[config.mk]
export PLATFORM = sky130hd
export DESIGN_NAME = event_counter_bank_unit_flat
export DESIGN_NICKNAME = d
export VERILOG_FILES = /design/src/design/ecb_pkg.sv /design/src/design/ecb_in_if.sv /design/src/design/ecb_out_if.sv /design/src/design/event_counter_bank_unit.sv /design/src/design/ecb_ram.sv /design/src/flat_wrapper.sv
export SDC_FILE = /design/constraint.sdc
export NUM_CORES = 1
export LEC_CHECK = 0
export BUFFER_PORTS_ARGS = -buffer_cell sky130_fd_sc_hd__buf_2
export CAP_MARGIN = 20
export CORE_MARGIN = 2
export CORE_UTILIZATION = 44
export DETAILED_ROUTE_END_ITERATION = 10
export GPL_TIMING_DRIVEN = 0
export HOLD_SLACK_MARGIN = 0.15
export MAX_ROUTING_LAYER = met4
export PLACE_DENSITY_LB_ADDON = 0.08
export SYNTH_ARGS = -nofsm -noshare
export SYNTH_HDL_FRONTEND = slang
export SYNTH_SLANG_ARGS = --single-unit
[constraint.sdc]
create_clock -name clk -period 7.21 [get_ports clk]
set_input_delay 1.442 -clock clk [delete_from_list [all_inputs] [get_ports clk]]
set_output_delay 1.442 -clock clk [all_outputs]
set_load 0.01 [all_outputs]
[src/design/ecb_pkg.sv]
// Shared types and constants of the event counter bank.
package ecb_pkg;

	localparam int NUM_SLOTS_DEF   = 16;
	localparam int HOLDER_BITS_DEF = 8;
	localparam int COUNT_W         = 64;

	localparam logic [1:0] RDY_READ  = 2'b01;
	localparam logic [1:0] RDY_WRITE = 2'b10;

	typedef enum logic [2:0] {
		ACT_CREATE   = 3'd0,
		ACT_RETAIN   = 3'd1,
		ACT_CLOSE    = 3'd2,
		ACT_NONBLOCK = 3'd3,
		ACT_READ     = 3'd4,
		ACT_WRITE    = 3'd5,
		ACT_POLL     = 3'd6
	} action_t;

	typedef enum logic [2:0] {
		ST_OK          = 3'd0,
		ST_NO_FREE     = 3'd1,
		ST_BAD_SLOT    = 3'd2,
		ST_WOULD_BLOCK = 3'd3,
		ST_MUST_WAIT   = 3'd4,
		ST_OVERFLOW    = 3'd5
	} status_t;

	typedef enum logic [1:0] {
		SEQ_IDLE,
		SEQ_SCAN,
		SEQ_EXEC
	} seq_state_t;

endpackage

[src/design/ecb_in_if.sv]
// Request channel of the event counter bank.
interface ecb_in_if;
	logic        valid;
	logic        ready;
	logic [2:0]  action;
	logic [3:0]  slot;
	logic [63:0] value;
	logic        semaphore_mode;
	logic        nonblock_mode;
	logic [1:0]  poll_mask;

	modport source (
		output valid, action, slot, value, semaphore_mode, nonblock_mode, poll_mask,
		input  ready
	);
	modport sink (
		input  valid, action, slot, value, semaphore_mode, nonblock_mode, poll_mask,
		output ready
	);
endinterface

[src/design/ecb_out_if.sv]
// Response channel of the event counter bank.
interface ecb_out_if;
	logic        valid;
	logic        ready;
	logic [2:0]  status;
	logic [3:0]  slot_out;
	logic [63:0] read_value;
	logic [1:0]  ready_mask;

	modport source (
		output valid, status, slot_out, read_value, ready_mask,
		input  ready
	);
	modport sink (
		input  valid, status, slot_out, read_value, ready_mask,
		output ready
	);
endinterface

[src/design/event_counter_bank_unit.sv]
// Top level of the event counter bank: sequencer, shared adder and slot RAM.
//
// A bank of NUM_SLOTS event counters. Each request reads one slot record from the slot RAM,
// works it through a single shared 65-bit adder and writes it back. Retain, close,
// set_nonblock, read, write and poll first do the registered RAM read, then compute and write
// back in the execute state, which waits while an earlier response is stalled. Create searches
// the in-use flags one slot per cycle starting at slot 0 and stops at the lowest free slot or
// at the last slot. The request side is not ready while a word is in work; a finished
// response waits in the output register while the next request is taken. No clearing pass
// is needed after reset.
module event_counter_bank_unit
	import ecb_pkg::*;
#(
	parameter int NUM_SLOTS   = NUM_SLOTS_DEF,
	parameter int HOLDER_BITS = HOLDER_BITS_DEF
) (
	input  logic       clk,
	input  logic       arst_n,
	ecb_in_if.sink     req,
	ecb_out_if.source  rsp
);

	localparam int IDX_W = (NUM_SLOTS > 1) ? $clog2(NUM_SLOTS) : 1;
	localparam int REC_W = COUNT_W + 2 + HOLDER_BITS;
	localparam logic [IDX_W-1:0] LAST_IDX = IDX_W'(NUM_SLOTS - 1);
	localparam logic [HOLDER_BITS-1:0] HOLDER_MAX = '1;

	seq_state_t state_q, state_d;

	logic [NUM_SLOTS-1:0] slot_used_q;
	logic                 out_valid_q;
	status_t              status_q;
	logic [3:0]           slot_out_q;
	logic [COUNT_W-1:0]   read_value_q;
	logic [1:0]           ready_mask_q;

	action_t              act_q;
	logic [3:0]           slot_q;
	logic [COUNT_W-1:0]   value_q;
	logic                 sem_q;
	logic                 nb_q;
	logic [1:0]           mask_q;
	logic                 valid_q;
	logic [IDX_W-1:0]     idx_q;
	logic                 found_q;

	logic                 accept;
	logic                 out_free;
	logic                 commit;
	logic                 scan_stop;
	logic                 req_valid_slot;

	logic                 ram_we;
	logic [REC_W-1:0]     ram_wdata;
	logic [REC_W-1:0]     ram_rdata;

	logic [COUNT_W-1:0]     rec_count;
	logic                   rec_take_one;
	logic                   rec_no_wait;
	logic [HOLDER_BITS-1:0] rec_holders;

	logic [COUNT_W-1:0]   add_a;
	logic [COUNT_W-1:0]   add_b;
	logic [COUNT_W:0]     add_sum;

	status_t              status_d;
	logic [3:0]           slot_out_d;
	logic [COUNT_W-1:0]   read_value_d;
	logic [1:0]           ready_mask_d;
	logic                 used_set;
	logic                 used_clr;
	logic [1:0]           poll_m;

	assign accept   = req.valid && req.ready;
	assign out_free = !out_valid_q || rsp.ready;
	assign commit   = (state_q == SEQ_EXEC) && out_free;
	assign scan_stop = !slot_used_q[idx_q] || (idx_q == LAST_IDX);
	assign req_valid_slot = (32'(req.slot) < NUM_SLOTS) && slot_used_q[IDX_W'(req.slot)];

	assign req.ready      = (state_q == SEQ_IDLE);
	assign rsp.valid      = out_valid_q;
	assign rsp.status     = status_q;
	assign rsp.slot_out   = slot_out_q;
	assign rsp.read_value = read_value_q;
	assign rsp.ready_mask = ready_mask_q;

	ecb_ram #(
		.WIDTH(REC_W),
		.DEPTH(NUM_SLOTS)
	) u_slot_ram (
		.clk   (clk),
		.we    (ram_we),
		.waddr (idx_q),
		.wdata (ram_wdata),
		.re    (accept),
		.raddr (IDX_W'(req.slot)),
		.rdata (ram_rdata)
	);

	assign rec_count    = ram_rdata[REC_W-1 -: COUNT_W];
	assign rec_take_one = ram_rdata[HOLDER_BITS+1];
	assign rec_no_wait  = ram_rdata[HOLDER_BITS];
	assign rec_holders  = ram_rdata[HOLDER_BITS-1:0];

	always_comb begin
		state_d = state_q;
		unique case (state_q)
			SEQ_IDLE: begin
				if (accept) begin
					state_d = (action_t'(req.action) == ACT_CREATE) ? SEQ_SCAN : SEQ_EXEC;
				end
			end
			SEQ_SCAN: begin
				if (scan_stop) begin
					state_d = SEQ_EXEC;
				end
			end
			SEQ_EXEC: begin
				if (out_free) begin
					state_d = SEQ_IDLE;
				end
			end
			default: state_d = SEQ_IDLE;
		endcase
	end

	always_comb begin
		unique case (act_q)
			ACT_RETAIN: begin
				add_a = COUNT_W'(rec_holders);
				add_b = COUNT_W'(1);
			end
			ACT_CLOSE: begin
				add_a = COUNT_W'(rec_holders);
				add_b = '1;
			end
			ACT_READ: begin
				add_a = rec_count;
				add_b = '1;
			end
			default: begin
				add_a = rec_count;
				add_b = value_q;
			end
		endcase
		add_sum = {1'b0, add_a} + {1'b0, add_b};
	end

	always_comb begin
		status_d     = ST_OK;
		slot_out_d   = slot_q;
		read_value_d = '0;
		ready_mask_d = '0;
		ram_wdata    = ram_rdata;
		ram_we       = 1'b0;
		used_set     = 1'b0;
		used_clr     = 1'b0;
		poll_m       = (mask_q != 2'b00) ? mask_q : (RDY_READ | RDY_WRITE);
		if (act_q == ACT_CREATE) begin
			if (found_q) begin
				ram_wdata  = {COUNT_W'(value_q[31:0]), sem_q, nb_q, HOLDER_BITS'(1)};
				ram_we     = 1'b1;
				used_set   = 1'b1;
				slot_out_d = 4'(idx_q);
			end else begin
				status_d   = ST_NO_FREE;
				slot_out_d = 4'd0;
			end
		end else if (!valid_q) begin
			status_d = ST_BAD_SLOT;
		end else begin
			unique case (act_q)
				ACT_RETAIN: begin
					if (rec_holders != HOLDER_MAX) begin
						ram_wdata[HOLDER_BITS-1:0] = add_sum[HOLDER_BITS-1:0];
						ram_we = 1'b1;
					end
				end
				ACT_CLOSE: begin
					if (rec_holders > HOLDER_BITS'(1)) begin
						ram_wdata[HOLDER_BITS-1:0] = add_sum[HOLDER_BITS-1:0];
						ram_we = 1'b1;
					end else begin
						used_clr = 1'b1;
					end
				end
				ACT_NONBLOCK: begin
					ram_wdata[HOLDER_BITS] = nb_q;
					ram_we = 1'b1;
				end
				ACT_READ: begin
					if (rec_count == '0) begin
						status_d = rec_no_wait ? ST_WOULD_BLOCK : ST_MUST_WAIT;
					end else if (rec_take_one) begin
						read_value_d = COUNT_W'(1);
						ram_wdata[REC_W-1 -: COUNT_W] = add_sum[COUNT_W-1:0];
						ram_we = 1'b1;
					end else begin
						read_value_d = rec_count;
						ram_wdata[REC_W-1 -: COUNT_W] = '0;
						ram_we = 1'b1;
					end
				end
				ACT_WRITE: begin
					if (add_sum[COUNT_W]) begin
						status_d = ST_OVERFLOW;
					end else begin
						ram_wdata[REC_W-1 -: COUNT_W] = add_sum[COUNT_W-1:0];
						ram_we = 1'b1;
					end
				end
				ACT_POLL: begin
					ready_mask_d[0] = (rec_count != '0) && poll_m[0];
					ready_mask_d[1] = poll_m[1];
				end
				default: status_d = ST_BAD_SLOT;
			endcase
		end
		ram_we = ram_we && commit;
	end

	always_ff @(posedge clk or negedge arst_n) begin
		if (!arst_n) begin
			state_q     <= SEQ_IDLE;
			slot_used_q <= '0;
			out_valid_q <= 1'b0;
		end else begin
			state_q <= state_d;
			if (commit) begin
				out_valid_q <= 1'b1;
				if (used_set) begin
					slot_used_q[idx_q] <= 1'b1;
				end
				if (used_clr) begin
					slot_used_q[idx_q] <= 1'b0;
				end
			end else if (rsp.ready) begin
				out_valid_q <= 1'b0;
			end
		end
	end

	always_ff @(posedge clk) begin
		if (accept) begin
			act_q   <= action_t'(req.action);
			slot_q  <= req.slot;
			value_q <= req.value;
			sem_q   <= req.semaphore_mode;
			nb_q    <= req.nonblock_mode;
			mask_q  <= req.poll_mask;
			valid_q <= req_valid_slot;
			idx_q   <= (action_t'(req.action) == ACT_CREATE) ? '0 : IDX_W'(req.slot);
		end else if (state_q == SEQ_SCAN) begin
			found_q <= !slot_used_q[idx_q];
			if (!scan_stop) begin
				idx_q <= idx_q + IDX_W'(1);
			end
		end
		if (commit) begin
			status_q     <= status_d;
			slot_out_q   <= slot_out_d;
			read_value_q <= read_value_d;
			ready_mask_q <= ready_mask_d;
		end
	end

endmodule

[src/design/ecb_ram.sv]
// Generic single-write, single-read RAM with registered read data.
module ecb_ram #(
	parameter int WIDTH = 8,
	parameter int DEPTH = 16
) (
	input  logic                     clk,
	input  logic                     we,
	input  logic [$clog2(DEPTH)-1:0] waddr,
	input  logic [WIDTH-1:0]         wdata,
	input  logic                     re,
	input  logic [$clog2(DEPTH)-1:0] raddr,
	output logic [WIDTH-1:0]         rdata
);

	logic [WIDTH-1:0] mem [DEPTH];
	logic [WIDTH-1:0] rdata_q;

	always_ff @(posedge clk) begin
		if (we) begin
			mem[waddr] <= wdata;
		end
		if (re) begin
			rdata_q <= mem[raddr];
		end
	end

	assign rdata = rdata_q;

endmodule

[src/flat_wrapper.sv]
// flat-port wrapper written by rule: the top's interface ports become plain ports
module event_counter_bank_unit_flat import ecb_pkg::*;
#(
	parameter int NUM_SLOTS   = NUM_SLOTS_DEF,
	parameter int HOLDER_BITS = HOLDER_BITS_DEF
)
  (clk, arst_n, req_valid, req_action, req_slot, req_value, req_semaphore_mode, req_nonblock_mode, req_poll_mask, req_ready, rsp_valid, rsp_status, rsp_slot_out, rsp_read_value, rsp_ready_mask, rsp_ready);
  ecb_in_if req_i ();
  ecb_out_if rsp_i ();
  input  logic clk;
  input  logic arst_n;
  input wire logic [$bits(req_i.valid)-1:0] req_valid;
  input wire logic [$bits(req_i.action)-1:0] req_action;
  input wire logic [$bits(req_i.slot)-1:0] req_slot;
  input wire logic [$bits(req_i.value)-1:0] req_value;
  input wire logic [$bits(req_i.semaphore_mode)-1:0] req_semaphore_mode;
  input wire logic [$bits(req_i.nonblock_mode)-1:0] req_nonblock_mode;
  input wire logic [$bits(req_i.poll_mask)-1:0] req_poll_mask;
  output wire logic [$bits(req_i.ready)-1:0] req_ready;
  output wire logic [$bits(rsp_i.valid)-1:0] rsp_valid;
  output wire logic [$bits(rsp_i.status)-1:0] rsp_status;
  output wire logic [$bits(rsp_i.slot_out)-1:0] rsp_slot_out;
  output wire logic [$bits(rsp_i.read_value)-1:0] rsp_read_value;
  output wire logic [$bits(rsp_i.ready_mask)-1:0] rsp_ready_mask;
  input wire logic [$bits(rsp_i.ready)-1:0] rsp_ready;
  assign req_i.valid = req_valid;
  assign req_i.action = req_action;
  assign req_i.slot = req_slot;
  assign req_i.value = req_value;
  assign req_i.semaphore_mode = req_semaphore_mode;
  assign req_i.nonblock_mode = req_nonblock_mode;
  assign req_i.poll_mask = req_poll_mask;
  assign req_ready = req_i.ready;
  assign rsp_valid = rsp_i.valid;
  assign rsp_status = rsp_i.status;
  assign rsp_slot_out = rsp_i.slot_out;
  assign rsp_read_value = rsp_i.read_value;
  assign rsp_ready_mask = rsp_i.ready_mask;
  assign rsp_i.ready = rsp_ready;
  event_counter_bank_unit #(.NUM_SLOTS(NUM_SLOTS), .HOLDER_BITS(HOLDER_BITS)) u_core (.clk(clk), .arst_n(arst_n), .req(req_i), .rsp(rsp_i));
endmodule
After elaboration in Yosys (flattened, before gate mapping)
Memories as Yosys holds them, arrays and structs flattened. A register that Yosys moved wholly into a read port is not among the register bits. Index checks and enable logic that the tools add are counted. Widths: inputs -> output; s select.

Register bits: 173. RAM bits: 1184. Output and inout bits: 75. Memories kept: 1.

Memory list: u_core.u_slot_ram.mem (words 16, width 74, read ports 1, clocked after memory_dff 1, write ports 1, RTL line ecb_ram.sv:15) `logic [WIDTH-1:0] mem [DEPTH];`.

Add/subtract/negate cells: 2. Magnitude comparators: 4. Equality and inequality tests: 14. Mux-type cells: 62. Bitwise gates (word level): 7. Reductions and logical operators: 26.

Operators with widths (count): $mux 64 (6); $pmux 64 s2 (2); $mux 74 (1); $add 64x64->65 (1); $logic_not 64->1 (1); $reduce_bool 64->1 (1); $mux 16 (3); $mux 4 (6); $mux 1 (23); $mux 9 (2); $and 16x16->16 (1); $mux 8 (2); $not 16->16 (1); $or 16x16->16 (1); $pmux 8 s2 (1); $mux 3 (5); $lt 4x5->1 const B (2); $mux 2 (5); $eq 3x3->1 const B (3); $pmux 3 s3 (1); $bmux 1 s4 (2); $gt 8x1->1 const B (1); $ne 8x8->1 const B (1); $reduce_or 4->1 (2); other kinds (24) (41).

Depth between registers and ports, before layout
Word-level depth: 11. Mapped depth: 21. Mapped depth without buffers: 18.

By module
From an unflattened synthesis, not the netlist that was laid out.

Cell total of the unflattened synthesis: 3242. Area, all modules: 59306.9 µm².

Modules (own cells, without submodules): ecb_ram (instances 1, cells each 1901, area each 46494.6 µm², seq. area each 37776.2 µm²); event_counter_bank_unit (instances 1, cells each 1341, area each 12812.3 µm², seq. area each 5099.9 µm²).

Least setup slack after synthesis
No wires, ideal clock.

Path kind: register -> register. Start: reg u_core.act_q[0]. End: mem u_core.u_slot_ram.mem[3][0] (netlist bit) (enable). Setup time: 507 ps. Arrival: 7206 ps. Data required time: 6703 ps. Setup slack: -502 ps. Cell stages (with the launch flop): 20. Path buffers: 5. Path through: edfxtp_1 buf_1 clkbuf_1 a21oi_1 clkbuf_1 nor2_1 nor2_1 ha_1 buf_2 and3_4 and3b_1 a221o_1 o211ai_2 nand2_2 a211oi_4 a21oi_2 o221ai_1 nand2_1 buf_4 nor2_1.

Cells in the longest elaborated chain, start to end: 11. Elaborated cells between the ends (all ways): 18. Those cells by class: 1 x add/sub; 5 x eq/ne; 8 x mux; 4 x reduce/logical.

Ends and longest elaborated chain: start, declared (RTL line event_counter_bank_unit.sv:37) `action_t act_q;`; start signal, assigned (RTL line event_counter_bank_unit.sv:245) `act_q <= action_t'(req.action);`; $eq 3x2->1 (tied with other cells) (RTL line event_counter_bank_unit.sv:128, event_counter_bank_unit.sv:172); $reduce_or 2->1 (no line); $pmux 64 s2 or $mux 64 (tied branches) (RTL line event_counter_bank_unit.sv:128) `unique case (act_q)`; $add 64x64->65 (RTL line event_counter_bank_unit.sv:146) `add_sum = {1'b0, add_a} + {1'b0, add_b};`; $mux 1 (RTL line event_counter_bank_unit.sv:205) `if (add_sum[COUNT_W]) begin`; $pmux 1 s5 (RTL line event_counter_bank_unit.sv:172) `unique case (act_q)`; $mux 1 (RTL line event_counter_bank_unit.sv:169) `end else if (!valid_q) begin`; $mux 1 * (RTL line event_counter_bank_unit.sv:159) `if (act_q == ACT_CREATE) begin`; $logic_and 1x1->1 * (RTL line event_counter_bank_unit.sv:219) `ram_we = ram_we && commit;`; $mux 1 * (RTL line ecb_ram.sv:19) `if (we) begin`; $mux 1 (not written as such) * (RTL line ecb_ram.sv:20) `mem[waddr] <= wdata;`; end, declared (RTL line ecb_ram.sv:15).

Every way passes the cells marked *; elsewhere a longest branch is shown, timed or not.

Final worst setup path
Start: reg u_core.act_q[2]. End: mem u_core.u_slot_ram.mem[2][27] (netlist bit) (enable).

The elaborated chain is that of the path after synthesis.

==> flow_metrics.env <==
export IMPL_yosys_area_share_simple=0.0507
export IMPL_cts_tree="built"
export IMPL_synth_edf_count=1412
export IMPL_wl_per_cell_um=32.1
export IMPL_syn_inst=3163
export IMPL_worst_r2r_cell_count=20
export IMPL_wl_mm=177
export IMPL_cp_start_kind="flop"
export IMPL_fp_dieArea_mm2=0.138
export IMPL_die_y_um=371
export IMPL_ys_ff_latch=1431
export IMPL_max_cap_violations=0
export IMPL_pwr_density_cell_mw_per_mm2=324
export IMPL_path_clk_slew_ns=0.06
export IMPL_hold_viol=0
export IMPL_worst_ep_arrival_time_ns=7.23
export IMPL_synth_top_family_by_area="multiplexers"
export IMPL_core_area_mm2=0.134
export IMPL_place_congestion=0.921
export IMPL_drt_vias_per_instance=5.96
export IMPL_drt_initial_drc_count=4025
export IMPL_post_route_drc_count=0
export IMPL_synth_avg_cell_area_um2=18.8
export IMPL_cts_sinks=1431
export IMPL_nNetsFinal=3763
export IMPL_area_delta_synth_final_pct=17.3
export IMPL_grt_max_degree=85
export IMPL_worstMarginPinSlew_ns=1.13
export IMPL_fin_crit_ns=6.77
export IMPL_track_usage=0.265
export IMPL_slew_viol_final=0
export IMPL_hp_start="u_core.state_q[0]"
export IMPL_grt_pass1_wl_mm=246
export IMPL_htree_levels=4
export IMPL_crit_required_ns=7.67
export IMPL_first_pass_iters=6
export IMPL_hp_class="flop to flop"
export IMPL_final_cells=5510
export IMPL_synth_cell_type_count=80
export IMPL_dp_hpwl_mm=118
export IMPL_vdd_ir_drop_max_mv=0.195
export IMPL_synth_xor_area_share=0.00930
export IMPL_p_total_w=0.0226
export IMPL_num_rows=134
export IMPL_critical_path_class="flop to flop"
export IMPL_dr_total_vias=32815
export IMPL_synth_area_mm2=0.0593
export IMPL_io_pins=154
export IMPL_period_share=0.939
export IMPL_synth_compound_area_frac=0.0427
export IMPL_dp_cells=5175
export IMPL_whs_path_depth=1
export IMPL_numCtsBuffers=152
export IMPL_first_global_vias=32611
export IMPL_fmax_mhz=148
export IMPL_ant_nets=0
export IMPL_antenna_found_initial=10
export IMPL_start_util=0.444
export IMPL_crit_start="u_core.act_q[2]"
export IMPL_rsz0062_at_grt="no"
export IMPL_drive_gt1_frac=0.259
export IMPL_end_kind="flop"
export IMPL_die_w_um=371
export IMPL_yosysWarningCount=0
export IMPL_gr_total_overflow=0
export IMPL_clock_path_buffers=3
export IMPL_finalSetupViolCount=0
export IMPL_relSlewSlack=0.244
export IMPL_async_flop_share=0.0133
export IMPL_syn_nets=3311
export IMPL_holdBufCountCts=0
export IMPL_fillers=10635
export IMPL_clock_latency_ns=0.80
export IMPL_synth_fa_ha_area_frac=0.0147
export IMPL_ys_flop_type="edfxtp_1"
export IMPL_outcome="finished, final reports clean"
export IMPL_r2r_start="u_core.act_q[2]"
export IMPL_cts_root_buf="clkbuf_16"
export IMPL_p_leak_nw=23.0
export IMPL_crit_path_max_fanout=20
export IMPL_synthMuxAreaShare=0.146
export IMPL_fin_skew_ns=0.0346
export IMPL_ys_seq_area_frac=0.722
export IMPL_io_buffer_count=153
## through the flow
step / setup WS (ns) / utilization / cell area, um2 / setup TNS [ns] / hold slack [ns]
5_1_grt: 0.129 / 0.521 / 69600 / 0 / 0.547
6_report: 0.438 / 0.521 / 69600 / 0 / 0.523
2_1_floorplan: -0.502 / - / 59300 / -443.15 / 0.479
4_1_cts: 0.0154 / 0.517 / 69000 / 0 / 0.524
3_5_place_dp: -0.636 / 0.480 / 64200 / -150.31 / 0.507
3_3_place_gp: -7.90 / 0.466 / 62300 / -8042.97 / 0.499
## cell usage after synthesis, types with 4 or more instances
| cell type | instances | share of area |
|---|---|---|
| o21ai_0 | 50 | 0.0042 |
| a31oi_1 | 32 | 0.0034 |
| a21oi_1 | 111 | 0.0094 |
| and3_1 | 13 | 0.0014 |
| a21o_1 | 35 | 0.0044 |
| nand3_1 | 23 | 0.0019 |
| buf_2 | 10 | 0.00084 |
| nor2b_1 | 69 | 0.0073 |
| edfxtp_1 | 1412 | 0.71 |
| o221a_1 | 6 | 0.0011 |
| o21a_1 | 7 | 0.00089 |
| buf_1 | 32 | 0.0020 |
| xnor2_1 | 40 | 0.0059 |
| ha_1 | 68 | 0.014 |
| clkbuf_1 | 123 | 0.0078 |
| and2_1 | 67 | 0.0071 |
| a22oi_1 | 10 | 0.0013 |
| inv_1 | 37 | 0.0023 |
| nand2b_1 | 12 | 0.0013 |
| o221ai_1 | 6 | 0.00089 |
| a211o_1 | 4 | 0.00059 |
| dfrtp_1 | 19 | 0.0080 |
| buf_6 | 4 | 0.00076 |
| nor3_1 | 15 | 0.0013 |
| o21bai_1 | 19 | 0.0024 |
| o21ai_1 | 35 | 0.0030 |
| or3_1 | 9 | 0.00095 |
| xor2_1 | 23 | 0.0034 |
| mux2_2 | 9 | 0.0017 |
| a22o_1 | 9 | 0.0013 |
| o211ai_1 | 4 | 0.00051 |
| nand2_1 | 151 | 0.0096 |
| nand4_1 | 26 | 0.0027 |
| a222oi_1 | 10 | 0.0017 |
| nor2_1 | 189 | 0.012 |
| a211oi_1 | 5 | 0.00063 |
| a21oi_2 | 4 | 0.00059 |
| nor4_1 | 23 | 0.0024 |
| mux4_2 | 380 | 0.14 |
## where the power goes
part / internal, W / leakage [nW] / switching, W
logic: 0.00149 / 7.56 / 0.00295
clock network: 0.00430 / 2.33 / 0.00324
registers: 0.0102 / 13.1 / 0.000372
## what timing repair did
| item | in CTS | in global routing |
|---|---|---|
| setup buffers | 8 | 7 |
| hold endpoints to repair | 0 | 0 |
| endpoints found under the setup margin | 636 | 567 |
| gates cloned | 0 | 0 |
| gates resized for setup | 3 | 8 |
| pin swaps | 6 | 4 |
## critical path: stages (launching register included)
cell	delay, ns
edfxtp_1	0.46
clkbuf_1	0.26
clkbuf_1	0.29
nor2_2	0.56
clkbuf_1	0.54
nor2_1	0.12
ha_1	0.29
clkbuf_1	0.21
nand2_1	0.15
and3b_1	0.19
a221o_1	0.38
o211ai_2	0.18
nand2_2	0.14
a211oi_4	0.51
a21oi_2	0.19
o221ai_2	0.39
nand2_1	0.32
buf_4	0.32
nor2_4	0.38
buf_12	0.25
buf_12	0.23
## sequential cells by signal (all words and copies together), names as in the netlist, 3 cells and up
name	flops
u_core.rsp.status	3
u_core.u_slot_ram.rdata	74
u_core.u_slot_ram.mem	1184
u_core.rsp.read_value	64
u_core.slot_used_q	16
u_core.act_q	3
u_core.rsp.slot_out	4
u_core.idx_q	4
u_core.slot_q	4
u_core.value_q	64
## cells by family (layout without fill, tap and decap cells)
| group | count (synthesis) | after routing |
|---|---|---|
| other | 0 | 2 |
| multiplexers | 390 | 390 |
| XOR/XNOR | 63 | 63 |
| adder cells (fa/ha/maj) | 69 | 69 |
| AND/OR/NAND/NOR | 616 | 616 |
| flip-flops | 1431 | 1431 |
| buffers and inverters | 209 | 786 |
| AO/OA/AOI/OAI | 385 | 385 |
## layer usage
metal  wire [um]  global-route usage  vias up  part of all wire
li1            -                   -    13784                 -
met1       74600               0.362    17444              0.42
met2       86700               0.425     1377              0.49
met3       11800              0.0387      210             0.067
met4        3610              0.0607        0             0.020
met5           0                   -        -                 0
## worst paths after layout
path                                                 to  slack [ns]
min in group asynchronous         u_core.slot_used_q[8]        0.58
min reg2reg                            u_core.rsp.valid        0.52
max in group asynchronous         u_core.slot_used_q[1]        6.31
max                        u_core.u_slot_ram.mem[2][27]        0.44
min                                    u_core.rsp.valid        0.52
max reg2reg                u_core.u_slot_ram.mem[2][27]        0.44
## placed cells by master, fill, tap and decap left out, drive strengths merged, types with 15 or more instances in the layout
cell type / instances
xor2: 23
nand3: 23
and3: 15
xnor2: 40
a21o: 35
o21bai: 19
clkbuf: 320
nor2b: 69
edfxtp: 1412
nor4: 24
o21ai: 87
mux4: 380
nand2: 154
nand4: 26
nor2: 191
buf: 342
dfrtp: 19
clkinv: 65
a21oi: 115
a31oi: 33
and2: 68
ha: 68
inv: 47
nor3: 15
## layout make-up
| cell class | instances | area, um2 | area share |
|---|---|---|---|
| Sequential cell | 1431 | 42900 | 0.616 |
| Multi-Input combinational cell | 1523 | 15800 | 0.227 |
| Clock buffer | 192 | 4020 | 0.0577 |
| Timing Repair Buffer | 299 | 3100 | 0.0445 |
| Tap cell | 1768 | 2210 | 0.0318 |
| Clock inverter | 87 | 771 | 0.0111 |
| Buffer | 171 | 699 | 0.0100 |
| Inverter | 37 | 149 | 0.00214 |
| Antenna cell | 2 | 5.00 | 0.0000719 |
No activity file was read; power rests on OpenSTA's default activity.
